<file path="config.mk">
export PLATFORM = sky130hd
export DESIGN_NAME = masked_mean_pool_l2_normalize_core
export DESIGN_NICKNAME = d
export VERILOG_FILES = /design/src/sv/mmp_pkg.sv /design/src/sv/mmp_ram.sv /design/src/sv/mmp_isqrt.sv /design/src/sv/mmp_div.sv /design/src/sv/masked_mean_pool_l2_normalize_core.sv
export VERILOG_INCLUDE_DIRS = /design/src /design/src/sv
export SDC_FILE = /design/constraint.sdc
export NUM_CORES = 2
export LEC_CHECK = 0
export BUFFER_PORTS_ARGS = -buffer_cell sky130_fd_sc_hd__buf_2
export CELL_PAD_IN_SITES_DETAIL_PLACEMENT = 0
export CELL_PAD_IN_SITES_GLOBAL_PLACEMENT = 1
export CORE_MARGIN = 2
export CORE_UTILIZATION = 53
export DETAILED_ROUTE_END_ITERATION = 10
export PLACE_DENSITY_LB_ADDON = 0.2
export SLEW_MARGIN = 25
export SYNTH_ARGS = -nofsm -noshare
export SYNTH_HDL_FRONTEND = slang
export SYNTH_SLANG_ARGS = --single-unit
export TNS_END_PERCENT = 30
</file>
<file path="constraint.sdc">
create_clock -name clk_i -period 11.36 [get_ports clk_i]
set_clock_uncertainty 0.05 [all_clocks]
set_input_delay 2.272 -clock clk_i [delete_from_list [all_inputs] [get_ports clk_i]]
set_output_delay 2.272 -clock clk_i [all_outputs]
set_load 0.02 [all_outputs]
</file>
<file path="src/sv/masked_mean_pool_l2_normalize_core_assert.svh">
// Assertion macros used by the pooling core module.
`ifndef MASKED_MEAN_POOL_L2_NORMALIZE_CORE_ASSERT_SVH
`define MASKED_MEAN_POOL_L2_NORMALIZE_CORE_ASSERT_SVH

// An implication that must hold at every clock edge outside reset.
`define MMP_ASSERT_IMPL(label, clk, rst_n, ante, cons, msg) \
  label: assert property (@(posedge clk) disable iff (!rst_n) (ante) |-> (cons)) \
    else $error(msg);

// An implication whose consequence is checked in the next cycle.
`define MMP_ASSERT_NEXT(label, clk, rst_n, ante, cons, msg) \
  label: assert property (@(posedge clk) disable iff (!rst_n) (ante) |=> (cons)) \
    else $error(msg);

`endif

</file>
<file path="src/sv/mmp_pkg.sv">
package mmp_pkg;
  localparam int unsigned DimensionDefault = 64;
  localparam int unsigned MaxTokensDefault = 512;
  localparam int unsigned HidW  = 16;
  localparam int unsigned AccW  = 26;
  localparam int unsigned OutW  = 16;
  // Sum of squares of up to 1024 accumulators of 26 bits.
  localparam int unsigned SqW   = 2 * AccW;
  localparam int unsigned SumW  = SqW + 10;
  localparam int unsigned RootW = SumW / 2;
  localparam int unsigned QuoW  = 17;

  localparam logic signed [AccW-1:0] AccMax = {1'b0, {(AccW-1){1'b1}}};
  localparam logic signed [AccW-1:0] AccMin = {1'b1, {(AccW-1){1'b0}}};

  typedef enum logic [4:0] {
    StAcc  = 5'b00001,
    StSum  = 5'b00010,
    StRoot = 5'b00100,
    StDiv  = 5'b01000,
    StEmit = 5'b10000
  } state_e;

  // Saturating add of one element into an accumulator.
  function automatic logic signed [AccW-1:0] sat_add(input logic signed [AccW-1:0] a,
                                                     input logic signed [HidW-1:0] h);
    logic signed [AccW:0] s;
    s = {a[AccW-1], a} + (AccW+1)'(h);
    if (s > (AccW+1)'(AccMax)) return AccMax;
    if (s < (AccW+1)'(AccMin)) return AccMin;
    return s[AccW-1:0];
  endfunction
endpackage

</file>
<file path="src/sv/mmp_ram.sv">
module mmp_ram #(
  parameter int unsigned Width = 8,
  parameter int unsigned Depth = 16
) (
  input  logic                     clk_i,
  input  logic                     we_i,
  input  logic [$clog2(Depth)-1:0] waddr_i,
  input  logic [Width-1:0]         wdata_i,
  input  logic [$clog2(Depth)-1:0] raddr_i,
  output logic [Width-1:0]         rdata_o
);
  logic [Width-1:0] mem_q [Depth];

  always_ff @(posedge clk_i) begin
    if (we_i) mem_q[waddr_i] <= wdata_i;
    rdata_o <= mem_q[raddr_i];
  end
endmodule

</file>
<file path="src/sv/mmp_isqrt.sv">
// Bit-pair restoring square root, one result bit per cycle.
module mmp_isqrt import mmp_pkg::*; (
  input  logic             clk_i,
  input  logic             rst_ni,
  input  logic             start_i,
  input  logic [SumW-1:0]  op_i,
  output logic             done_o,
  output logic [RootW-1:0] root_o
);
  localparam int unsigned CntW = $clog2(RootW + 1);

  logic [SumW-1:0]  rem_q, rem_d;
  logic [SumW-1:0]  op_q, op_d;
  logic [RootW-1:0] root_q, root_d;
  logic [CntW-1:0]  cnt_q, cnt_d;
  logic             run_q, run_d, done_d, done_q;
  logic [SumW+1:0]  trial, remsh;

  always_comb begin
    rem_d  = rem_q;
    op_d   = op_q;
    root_d = root_q;
    cnt_d  = cnt_q;
    run_d  = run_q;
    done_d = 1'b0;
    remsh  = {rem_q, op_q[SumW-1 -: 2]};
    trial  = {root_q, 2'b01};
    if (start_i) begin
      rem_d  = '0;
      op_d   = op_i;
      root_d = '0;
      cnt_d  = CntW'(RootW);
      run_d  = 1'b1;
    end else if (run_q) begin
      op_d = {op_q[SumW-3:0], 2'b00};
      if (remsh >= trial) begin
        rem_d  = SumW'(remsh - trial);
        root_d = {root_q[RootW-2:0], 1'b1};
      end else begin
        rem_d  = SumW'(remsh);
        root_d = {root_q[RootW-2:0], 1'b0};
      end
      cnt_d = cnt_q - 1'b1;
      if (cnt_q == CntW'(1)) begin
        run_d  = 1'b0;
        done_d = 1'b1;
      end
    end
  end

  always_ff @(posedge clk_i or negedge rst_ni) begin
    if (!rst_ni) begin
      run_q  <= 1'b0;
      done_q <= 1'b0;
      cnt_q  <= '0;
    end else begin
      run_q  <= run_d;
      done_q <= done_d;
      cnt_q  <= cnt_d;
    end
  end

  always_ff @(posedge clk_i) begin
    rem_q  <= rem_d;
    op_q   <= op_d;
    root_q <= root_d;
  end

  assign done_o = done_q;
  assign root_o = root_q;
endmodule

</file>
<file path="src/sv/mmp_div.sv">
// Restoring divider: quotient of (2*mag*2^15 + r) / (2*r), one bit per cycle.
module mmp_div import mmp_pkg::*; (
  input  logic             clk_i,
  input  logic             rst_ni,
  input  logic             start_i,
  input  logic [AccW-1:0]  mag_i,
  input  logic [RootW-1:0] root_i,
  output logic             done_o,
  output logic [QuoW-1:0]  quo_o
);
  localparam int unsigned NumW = AccW + 17;
  localparam int unsigned DenW = RootW + 1;
  localparam int unsigned CntW = $clog2(NumW + 1);

  logic [NumW-1:0] num_q, num_d;
  logic [DenW:0]   rem_q, rem_d;
  logic [DenW-1:0] den_q, den_d;
  logic [CntW-1:0] cnt_q, cnt_d;
  logic            run_q, run_d, done_q, done_d;
  logic [DenW:0]   sh;

  always_comb begin
    num_d  = num_q;
    rem_d  = rem_q;
    den_d  = den_q;
    cnt_d  = cnt_q;
    run_d  = run_q;
    done_d = 1'b0;
    sh     = {rem_q[DenW-1:0], num_q[NumW-1]};
    if (start_i) begin
      num_d = NumW'({mag_i, 16'b0}) + NumW'(root_i);
      den_d = {root_i, 1'b0};
      rem_d = '0;
      cnt_d = CntW'(NumW);
      run_d = 1'b1;
    end else if (run_q) begin
      if (sh >= {1'b0, den_q}) begin
        rem_d = sh - {1'b0, den_q};
        num_d = {num_q[NumW-2:0], 1'b1};
      end else begin
        rem_d = sh;
        num_d = {num_q[NumW-2:0], 1'b0};
      end
      cnt_d = cnt_q - 1'b1;
      if (cnt_q == CntW'(1)) begin
        run_d  = 1'b0;
        done_d = 1'b1;
      end
    end
  end

  always_ff @(posedge clk_i or negedge rst_ni) begin
    if (!rst_ni) begin
      run_q  <= 1'b0;
      done_q <= 1'b0;
      cnt_q  <= '0;
    end else begin
      run_q  <= run_d;
      done_q <= done_d;
      cnt_q  <= cnt_d;
    end
  end

  always_ff @(posedge clk_i) begin
    num_q <= num_d;
    rem_q <= rem_d;
    den_q <= den_d;
  end

  // Quotient never exceeds 32768 + 1 since |a| <= r; keep 17 bits.
  assign quo_o  = num_q[QuoW-1:0];
  assign done_o = done_q;
endmodule

</file>
<file path="src/sv/masked_mean_pool_l2_normalize_core.sv">
// Channel   Direction  Ports                                           Handshake
// input     in         hidden_value_i, token_mask_i, last_element_i    start_i & !busy_o
// result    out        embed_value_o, is_last_o                        valid_o strobe
//
// Accumulation takes one beat per cycle while busy_o is low: the accumulator
// memory is read in the cycle of acceptance and written back the next, with
// forwarding when the same dimension is touched back to back (DIMENSION of one).
// A beat marked last starts a drain: its write-back finishes, the squares of
// all entries are summed, the square root is taken, and then each entry in
// turn is divided by the root, emitted and its entry cleared; busy stays high
// until the last entry has been cleared.
// Reset is asynchronous and active low; after it a clearing pass writes zeros
// over every entry, which holds busy high until that pass is done.
// The receiver cannot stall: each result is shown for one cycle only.
`include "masked_mean_pool_l2_normalize_core_assert.svh"
module masked_mean_pool_l2_normalize_core import mmp_pkg::*; #(
  parameter int unsigned DIMENSION  = DimensionDefault
) (
  input  logic                   clk_i,
  input  logic                   rst_ni,
  input  logic                   start_i,
  output logic                   busy_o,
  input  logic signed [HidW-1:0] hidden_value_i,
  input  logic                   token_mask_i,
  input  logic                   last_element_i,
  output logic                   valid_o,
  output logic signed [OutW-1:0] embed_value_o,
  output logic                   is_last_o
);
  localparam int unsigned AW = (DIMENSION > 1) ? $clog2(DIMENSION) : 1;

  state_e state_q, state_d;
  logic [AW-1:0] pos_q, pos_d, idx_q, idx_d;
  logic          clr_q, clr_d;
  logic          wb_q;
  logic [AW-1:0] wb_addr_q;
  logic          wb_mask_q;
  logic signed [HidW-1:0] wb_hv_q;
  logic          wb_last_q;
  logic          sq_v_q;
  logic          sq_last_q;
  logic [SumW-1:0] sum_q, sum_d;
  logic [RootW-1:0] root_q;
  logic          rd_v_q;
  logic          rd_last_q;
  logic          sum_issue;

  logic            we;
  logic [AW-1:0]   waddr, raddr;
  logic [AccW-1:0] wdata, rdata;
  logic signed [AccW-1:0] acc_cur, acc_new;
  logic signed [AccW-1:0] a_q;
  logic            sqrt_start, sqrt_done, div_start, div_done;
  logic [RootW-1:0] root_w;
  logic [QuoW-1:0] quo;
  logic            accept;
  logic signed [OutW-1:0] res_d;
  logic            valid_q, last_q;
  logic signed [OutW-1:0] res_q;

  assign accept = start_i && !busy_o;
  assign busy_o = (state_q != StAcc) || clr_q || (wb_q && wb_last_q);

  mmp_ram #(.Width(AccW), .Depth(1 << AW)) u_ram (
    .clk_i, .we_i(we), .waddr_i(waddr), .wdata_i(wdata),
    .raddr_i(raddr), .rdata_o(rdata)
  );

  // Forward the previous write when the same entry is read back to back.
  logic fwd_q;
  logic [AccW-1:0] fwd_data_q;
  assign acc_cur = fwd_q ? $signed(fwd_data_q) : $signed(rdata);
  assign acc_new = wb_mask_q ? sat_add(acc_cur, wb_hv_q) : acc_cur;

  // Reads for the sum of squares are issued until the last entry has gone out.
  assign sum_issue = (state_q == StSum) && !rd_last_q && !sq_last_q;

  always_comb begin
    state_d = state_q;
    pos_d   = pos_q;
    idx_d   = idx_q;
    clr_d   = clr_q;
    sum_d   = sum_q;
    we      = 1'b0;
    waddr   = wb_addr_q;
    wdata   = acc_new;
    raddr   = pos_q;
    sqrt_start = 1'b0;
    div_start  = 1'b0;
    if (clr_q) begin
      we    = 1'b1;
      waddr = idx_q;
      wdata = '0;
      idx_d = idx_q + 1'b1;
      if (idx_q == AW'(DIMENSION - 1)) begin
        clr_d = 1'b0;
        idx_d = '0;
      end
    end else begin
      unique case (state_q)
        StAcc: begin
          if (wb_q) we = 1'b1;
          if (accept) begin
            pos_d = (pos_q == AW'(DIMENSION - 1)) ? '0 : pos_q + 1'b1;
          end
          if (wb_q && wb_last_q) begin
            state_d = StSum;
            idx_d   = '0;
            sum_d   = '0;
            pos_d   = '0;
          end
          raddr = pos_q;
        end
        StSum: begin
          raddr = idx_q;
          if (sq_v_q) sum_d = sum_q + SumW'($unsigned(SqW'(a_q) * SqW'(a_q)));
          if (sum_issue && idx_q != AW'(DIMENSION - 1)) idx_d = idx_q + 1'b1;
          if (sq_last_q) begin
            state_d    = StRoot;
            sqrt_start = 1'b1;
            idx_d      = '0;
          end
        end
        StRoot: begin
          raddr = '0;
          if (sqrt_done) begin
            state_d   = StDiv;
            div_start = 1'b1;
          end
        end
        StDiv: begin
          raddr = idx_q + 1'b1;
          if (div_done) state_d = StEmit;
        end
        StEmit: begin
          we    = 1'b1;
          waddr = idx_q;
          wdata = '0;
          raddr = idx_q + 1'b1;
          if (idx_q == AW'(DIMENSION - 1)) begin
            state_d = StAcc;
            idx_d   = '0;
          end else begin
            idx_d   = idx_q + 1'b1;
            state_d = StDiv;
            div_start = 1'b1;
          end
        end
        default: state_d = StAcc;
      endcase
    end
  end

  // Control state, with the flags of the sum of squares pipeline: read -> register -> multiply-add.
  always_ff @(posedge clk_i or negedge rst_ni) begin
    if (!rst_ni) begin
      state_q   <= StAcc;
      pos_q     <= '0;
      idx_q     <= '0;
      clr_q     <= 1'b1;
      wb_q      <= 1'b0;
      wb_last_q <= 1'b0;
      valid_q   <= 1'b0;
      rd_v_q    <= 1'b0;
      sq_v_q    <= 1'b0;
      fwd_q     <= 1'b0;
      rd_last_q <= 1'b0;
      sq_last_q <= 1'b0;
    end else begin
      state_q   <= state_d;
      pos_q     <= pos_d;
      idx_q     <= idx_d;
      clr_q     <= clr_d;
      wb_q      <= accept;
      wb_last_q <= accept && last_element_i;
      fwd_q     <= accept && wb_q && (wb_addr_q == pos_q);
      rd_v_q    <= sum_issue;
      rd_last_q <= sum_issue && (idx_q == AW'(DIMENSION - 1));
      sq_v_q    <= rd_v_q;
      sq_last_q <= rd_last_q;
      valid_q   <= (state_q == StEmit);
    end
  end

  always_ff @(posedge clk_i) begin
    if (accept) begin
      wb_addr_q <= pos_q;
      wb_mask_q <= token_mask_i;
      wb_hv_q   <= hidden_value_i;
    end
    fwd_data_q <= acc_new;
    a_q        <= $signed(rdata);
    sum_q      <= sum_d;
    if (sqrt_done) root_q <= root_w;
    res_q      <= res_d;
    last_q     <= (idx_q == AW'(DIMENSION - 1));
  end

  mmp_isqrt u_sqrt (
    .clk_i, .rst_ni, .start_i(sqrt_start), .op_i(sum_d),
    .done_o(sqrt_done), .root_o(root_w)
  );

  // The divider loads the entry read in the previous cycle; entry 0 is read
  // during the root phase, each later one during the division before it.
  logic signed [AccW-1:0] div_a_q;
  always_ff @(posedge clk_i) begin
    if (div_start) div_a_q <= $signed(rdata);
  end

  logic [AccW-1:0] dmag;
  logic [RootW-1:0] droot;
  assign dmag  = rdata[AccW-1] ? AccW'(-$signed(rdata)) : rdata;
  assign droot = sqrt_done ? root_w : root_q;

  mmp_div u_div (
    .clk_i, .rst_ni, .start_i(div_start), .mag_i(dmag), .root_i(droot),
    .done_o(div_done), .quo_o(quo)
  );

  always_comb begin
    res_d = '0;
    if (root_q != '0) begin
      if (div_a_q[AccW-1]) begin
        res_d = (quo >= QuoW'(32768)) ? OutW'(16'sh8000) : OutW'(-$signed({1'b0, quo}));
      end else begin
        res_d = (quo > QuoW'(32767)) ? OutW'(16'sh7fff) : OutW'(quo);
      end
    end
  end

  assign valid_o       = valid_q;
  assign embed_value_o = res_q;
  assign is_last_o     = last_q && valid_q;

  `MMP_ASSERT_IMPL(a_no_accept_drain, clk_i, rst_ni, state_q != StAcc, busy_o, "accepted in drain")
  `MMP_ASSERT_NEXT(a_emit_valid, clk_i, rst_ni, state_q == StEmit, valid_o, "emit without result")
  `MMP_ASSERT_IMPL(a_last_valid, clk_i, rst_ni, is_last_o, valid_o, "is_last without valid")
  `MMP_ASSERT_IMPL(a_clr_busy, clk_i, rst_ni, clr_q, busy_o, "accept during clear")
endmodule

</file>
Word level (Yosys, flattened, before mapping). Memories as Yosys holds them, arrays and structs flattened. A register that Yosys moved wholly into a read port is not among the register bits. Index checks and enable logic that the tools add are counted.

Flip-flop bits (word level): 513. Bits in writable memories: 1664. Bits of input ports: 21. Output and inout port bits: 19. Logic and storage cells: 172. Memories: 1.

Add/sub/neg operators: 11. Multiply operators: 1. $lt $le $gt $ge: 6. Equality and inequality tests: 18. Muxes and demuxes: 76. Bitwise operators: 1. Reduce and logical (&&, ||, !) cells: 24.

Memories: u_ram.mem_q (depth 64, width 26, read ports 1, clocked after memory_dff 1, wr ports 1, RTL line mmp_ram.sv:12) `logic [Width-1:0] mem_q [Depth];`.

Operators with widths (number): 62-bit 2-to-1 mux (6); 26-bit 2-to-1 mux (9); 62-bit case mux with 2 select lines (1); 43-bit 2-to-1 mux (2); 6-bit 2-to-1 mux (13); 64-bit by 33-bit >= comparator with 1-bit output (1); 62-bit by 52-bit adder with 62-bit output (1); 62-bit by 33-bit subtractor with 62-bit output (1); 26-bit by 26-bit multiplier with 52-bit output (1); 16-bit 2-to-1 mux (3); 42-bit by 31-bit adder with 43-bit output (1); 6-bit case mux with 3 select lines (2); 33-bit by 32-bit >= comparator with 1-bit output (1); 32-bit 2-to-1 mux (1); 32-bit subtractor (1); 31-bit 2-to-1 mux (1); 31-bit nonzero test (1); 5-bit 2-to-1 mux (6); 1-bit 2-to-1 mux (28); 26-bit by 16-bit adder with 27-bit output (1); 27-bit by 26-bit > comparator with 1-bit output, second input constant (1); 27-bit by 26-bit less-than comparator with 1-bit output, second input constant (1); 26-bit negation (1); 5-bit case mux with 5 select lines (1); 31 further kinds (52).

Logic depth before layout (Yosys ltp).
Depth after elaboration: 10. Mapped depth: 42. Mapped depth without buffers: 39.

Hierarchy. From an unflattened synthesis, not the netlist that was laid out.

Cells, all modules: 8399. Area total of the unflattened synthesis: 115637.2 um^2.

Modules (own cells, without submodules): mmp_ram (times used 1, cells an instance 2841, area each 64182.8 um^2, sequential area each 50488.4 um^2); masked_mean_pool_l2_normalize_core (times used 1, cells an instance 3859, area each 35023.6 um^2, sequential area each 4616.9 um^2); mmp_isqrt (times used 1, cells an instance 983, area each 9222.6 um^2, sequential area each 3898.7 um^2); mmp_div (times used 1, cells an instance 716, area each 7208.2 um^2, sequential area each 3062.9 um^2).

Worst setup path before layout. No wires, ideal clock.

Path type: reg-to-reg. From: register a_q[3]. To: register u_sqrt.op_q[53] (data pin). Setup time: 0.264 ns. Data arrival time: 9.766 ns. Required time: 11.046 ns. Slack: 1.280 ns. Stages on the path, launching flop included: 41. Path buffers: 4. Clock period less this slack: 10.080 ns. Cell sequence: dfxtp_1 -> clkbuf_1 -> clkbuf_1 -> nand2_1 -> fa_1 -> inv_1 -> fa_1 -> inv_1 -> fa_1 -> fa_1 -> inv_1 -> fa_1 -> fa_1 -> inv_1 -> fa_1 -> inv_1 -> ha_1 -> a21oi_1 -> [... 5 more ...] -> a311o_1 -> a221oi_1 -> nor2_1 -> a31oi_1 -> xnor2_1 -> ha_1 -> clkbuf_1 -> a21oi_1 -> o21ai_0 -> a21o_1 -> a21o_1 -> a21oi_1 -> o21bai_1 -> a221oi_1 -> clkbuf_1 -> nor2_1 -> o22ai_1 -> o21ai_1.

Word-level cells in the longest chain between the ends: 6.

RTL lines: start: declaration (RTL line masked_mean_pool_l2_normalize_core.sv:52) `logic signed [AccW-1:0] a_q;`; start signal: assignment (RTL line masked_mean_pool_l2_normalize_core.sv:192) `a_q <= $signed(rdata);`; 26-bit by 26-bit multiplier with 52-bit output (RTL line masked_mean_pool_l2_normalize_core.sv:116) `if (sq_v_q) sum_d = sum_q + SumW'($unsigned(SqW'(a_q) * SqW'(a_q)));`; 62-bit by 52-bit adder with 62-bit output (RTL line masked_mean_pool_l2_normalize_core.sv:116); 62-bit 2-to-1 mux (RTL line masked_mean_pool_l2_normalize_core.sv:116); 62-bit case mux with 2 select lines (RTL line masked_mean_pool_l2_normalize_core.sv:100) `unique case (state_q)`; 62-bit 2-to-1 mux (RTL line masked_mean_pool_l2_normalize_core.sv:90) `if (clr_q) begin`; 62-bit 2-to-1 mux (RTL line mmp_isqrt.sv:28) `if (start_i) begin`; via u_sqrt.op_d[53] (RTL line mmp_isqrt.sv:13) `logic [SumW-1:0] op_q, op_d;`; end signal: assignment (RTL line mmp_isqrt.sv:65) `op_q <= op_d;`; end: declaration (RTL line mmp_isqrt.sv:13).

The timed path passes the listed nets, and every way through them passes these cells. A chain may end at the register's enable or synchronous reset.

Final worst setup path.
From: register a_q[5]. To: register u_sqrt.op_q[53] (data pin).

The elaborated chain is that of the path after synthesis.

==> run summary <==
The wire-length estimate of the detail-placed layout is 207000 um. Yosys printed 0 warnings. The share of the Yosys chip area taken by registers is 53.6%. In the final design database the tool counted 10700 nets. The run gives 0 as the final-report hold violation count. TritonCTS sink count: 2178. Counting I/O delays and the setup requirement, the final critical path takes 10620 ps. After routing the design area is 0.128 sq mm.

Setup repair after global routing left no endpoint under its margin. Row generation in the floorplan step produced 171 rows. After synthesis, the mean cell area works out to 12.0 sq um. In this run, CTS created clock tree buffers numbering 223. The logs give 0 for the total count of max-transition violations in the final report and 94.1 MHz for the fmax. The count of endpoints failing setup in the final report is 0, and the normalized max-slew margin is 22.7%. The run gives 75800 as the total number of vias. In this run, placement finished with an instance count of 12300. Clock-pin slew was measured on the worst setup and hold paths at 60 ps. The core region is 0.217 sq mm. In this run the cell area of the synthesized design comes to 0.116 sq mm.

The count of cell types in the netlist is 94. The commonest non-fill, non-tap cell in the layout is sky130_fd_sc_hd__edfxtp_1. Summed over all layers, the global routing overflow is 0. Post-CTS timing repair inserted 0 buffers for setup. The logs give 75400 for the number of global-route vias before repair and 0.120 sq mm for the cell area reported after detailed placement. The area growth from synthesis to layout was 10.8%. In the layout the commonest cells are sky130_fd_sc_hd__edfxtp_1, sky130_fd_sc_hd__nand2_1, sky130_fd_sc_hd__inv_1. After detailed routing, the number of vias per cell comes to 5.96. The initial standard-cell utilization of the core is 53.4%, and the critical path data required time is 11900 ps.

The critical path in this run is classified as flip-flop to flip-flop. Counting stages on the worst path, the most repeated cell is sky130_fd_sc_hd__fa_1. The first detailed-routing pass ran for 7 iterations. Largest net degree at the start of global routing: 175. Data on the critical path arrives at its endpoint at 11160 ps. Dividing the final minimum period by the clock period gives 93.5%.

The fraction of final layout cells with drive strength greater than 1 works out to 10.5%. TritonCTS built the clock tree. In this run the tool buffered the top-level ports with 39 buffer cells. The number of synthesized flops with an enable pin was 1824; the total negative slack for setup checks was 0 ps.

For this design, the slowest cell found on the critical path is sky130_fd_sc_hd__dfxtp_1. The flow ran to the end, and the final reports show no timing, DRC or antenna violations. The peak fanout along the critical path was 15. The tool flagged a number of max-cap violations equal to 0. The latest clock arrival within the worst-skew pair is 920 ps.

After the first detailed-routing iteration, the DRC count stood at 7987. The run gives 26 as the number of antenna violations at the first check in global routing. The top flip-flop cell by instance count after synthesis is sky130_fd_sc_hd__edfxtp_1. Final antenna-violating net count: 0. Async set-reset flop share out of synthesis: 1.88%.

Summed over all instances, the cell type with the most area after synthesis is sky130_fd_sc_hd__edfxtp_1. Measured along the y axis, the die boundary spans 472 um. For this run, the total global-route usage over all layers was measured as 28.6%. The floorplan die area came out at 0.222 sq mm. The startpoint identified for the worst hold timing path is rd_v_q. The top cell type's share of synthesized area works out to 47.3%.

The final core utilization came out at 59.1%. After the flow finishes, the layout carries non-filler instances totaling 12700. The count of mapped cells out of synthesis is 9694, and the horizontal die dimension is 472 um. The DRC violation count after routing is 0, and the final wirelength is 319000 um.

Root cell of the clock tree: sky130_fd_sc_hd__clkbuf_16. Path type of the worst min-delay path: flip-flop to flip-flop. After detailed routing, the average wire length per cell comes to 25.0 um. Element type at the critical path end: a flip-flop. Global placement routability congestion: 0.907. On the worst path, the slowest cell contributes a delay of 710 ps.

In this run the critical register-to-register path is launched from a_q[5]. 40 I/O pins were placed. The global-route wire length before repair is 476000 um. The number of buffers on the longest clock path was 3; the maximum level of the CTS H-tree was 4. The number of nets in the synthesized netlist is 10700. The start point of the critical path is a_q[5].

Kind of launch point of the worst setup path: a flip-flop. After synthesis the netlist holds a flip-flop and latch count of 2178. In the post-synthesis netlist, the biggest area contributors are sky130_fd_sc_hd__edfxtp_1, sky130_fd_sc_hd__fa_1, sky130_fd_sc_hd__dfxtp_1.

At the pin with the least slew margin, the transition time is 1150 ps.
-- cells by family after synthesis --
family          share of synthesized area (%)
simple gates                             12.1
flops                                    53.6
buf+inv                                  4.64
compound gates                           7.09
fa+ha+maj                                14.9
mux                                      5.66
xor+xnor                                 2.06
-- final timing paths --
kind,slack [ps],depth (start not counted),endpoint
max,740,37,u_sqrt.op_q[53]
min,300,0,sq_v_q
max reg2reg,740,37,u_sqrt.op_q[53]
min reg2reg,300,0,sq_v_q
max in group asynchronous,9150,2,u_sqrt.run_q
min in group asynchronous,1500,2,sq_last_q
-- cell type report --
type | count | area, sq um
Inverter | 948 | 3560
Sequential cell | 2178 | 62100
Fill cell | 17300 | 88800
Tap cell | 2854 | 3570
Timing Repair Buffer | 223 | 2040
Multi-Input combinational cell | 6102 | 49400
Clock inverter | 132 | 1680
Clock buffer | 287 | 6030
Antenna cell | 7 | 17.5
-- metal layers --
metal  GRT usage, %  vias to the layer above  wire (um)
met4           9.94                        2      11900
met1           40.5                    38500     132000
met3           4.75                      490      26100
met2           45.1                     2953     149000
li1               -                    33800          -
met5              0                        -         13
-- sequential cells by signal, summed over array words and instances, names as in the netlist, 26 cells and up --
register       count
a_q               26
fwd_data_q        26
root_q            31
sum_q             62
u_div.den_q       31
u_div.num_q       43
u_div.rem_q       32
u_ram.mem_q     1664
u_ram.rdata_o     26
u_sqrt.op_q       62
u_sqrt.rem_q      62
u_sqrt.root_o     31
-- cell usage after synthesis, types with 49 or more instances --
library cell	count
sky130_fd_sc_hd__nand3_1	494
sky130_fd_sc_hd__o21ai_0	265
sky130_fd_sc_hd__a211oi_1	56
sky130_fd_sc_hd__and2_1	165
sky130_fd_sc_hd__fa_1	663
sky130_fd_sc_hd__inv_1	944
sky130_fd_sc_hd__ha_1	323
sky130_fd_sc_hd__o21ai_1	54
sky130_fd_sc_hd__xnor2_1	187
sky130_fd_sc_hd__mux2i_1	93
sky130_fd_sc_hd__edfxtp_1	1824
sky130_fd_sc_hd__nor4_1	75
sky130_fd_sc_hd__mux4_2	208
sky130_fd_sc_hd__nor2_1	372
sky130_fd_sc_hd__mux2_2	83
sky130_fd_sc_hd__clkbuf_1	393
sky130_fd_sc_hd__a31oi_1	62
sky130_fd_sc_hd__nor3_1	81
sky130_fd_sc_hd__dfxtp_1	313
sky130_fd_sc_hd__nand2_1	1638
sky130_fd_sc_hd__a21oi_1	486
sky130_fd_sc_hd__xor2_1	85
sky130_fd_sc_hd__buf_2	49
sky130_fd_sc_hd__a21o_1	122
sky130_fd_sc_hd__and3_1	54
-- critical path, delay by kind of cell (launching register included) --
family	cells	cell delay (ps)
simple gates	3	460
buf+inv	8	1020
compound gates	16	3680
flops	1	710
xor+xnor	1	160
fa+ha+maj	9	4210
-- stage by stage --
stage	hold slack (ps)	setup WS, ps
2_1_floorplan	279	1280
3_3_place_gp	285	744
3_5_place_dp	285	790
4_1_cts	297	726
5_1_grt	299	37.8
6_report	297	738
-- timing repair --
| item | in CTS | in global routing |
|---|---|---|
| endpoints found under the setup margin | 0 | 6 |
| hold buffers | 0 | 0 |
| resized for setup | 0 | 2 |
Power is not shown: default switching activity piles up to over one toggle a cycle in this logic, so the estimate is an artifact.
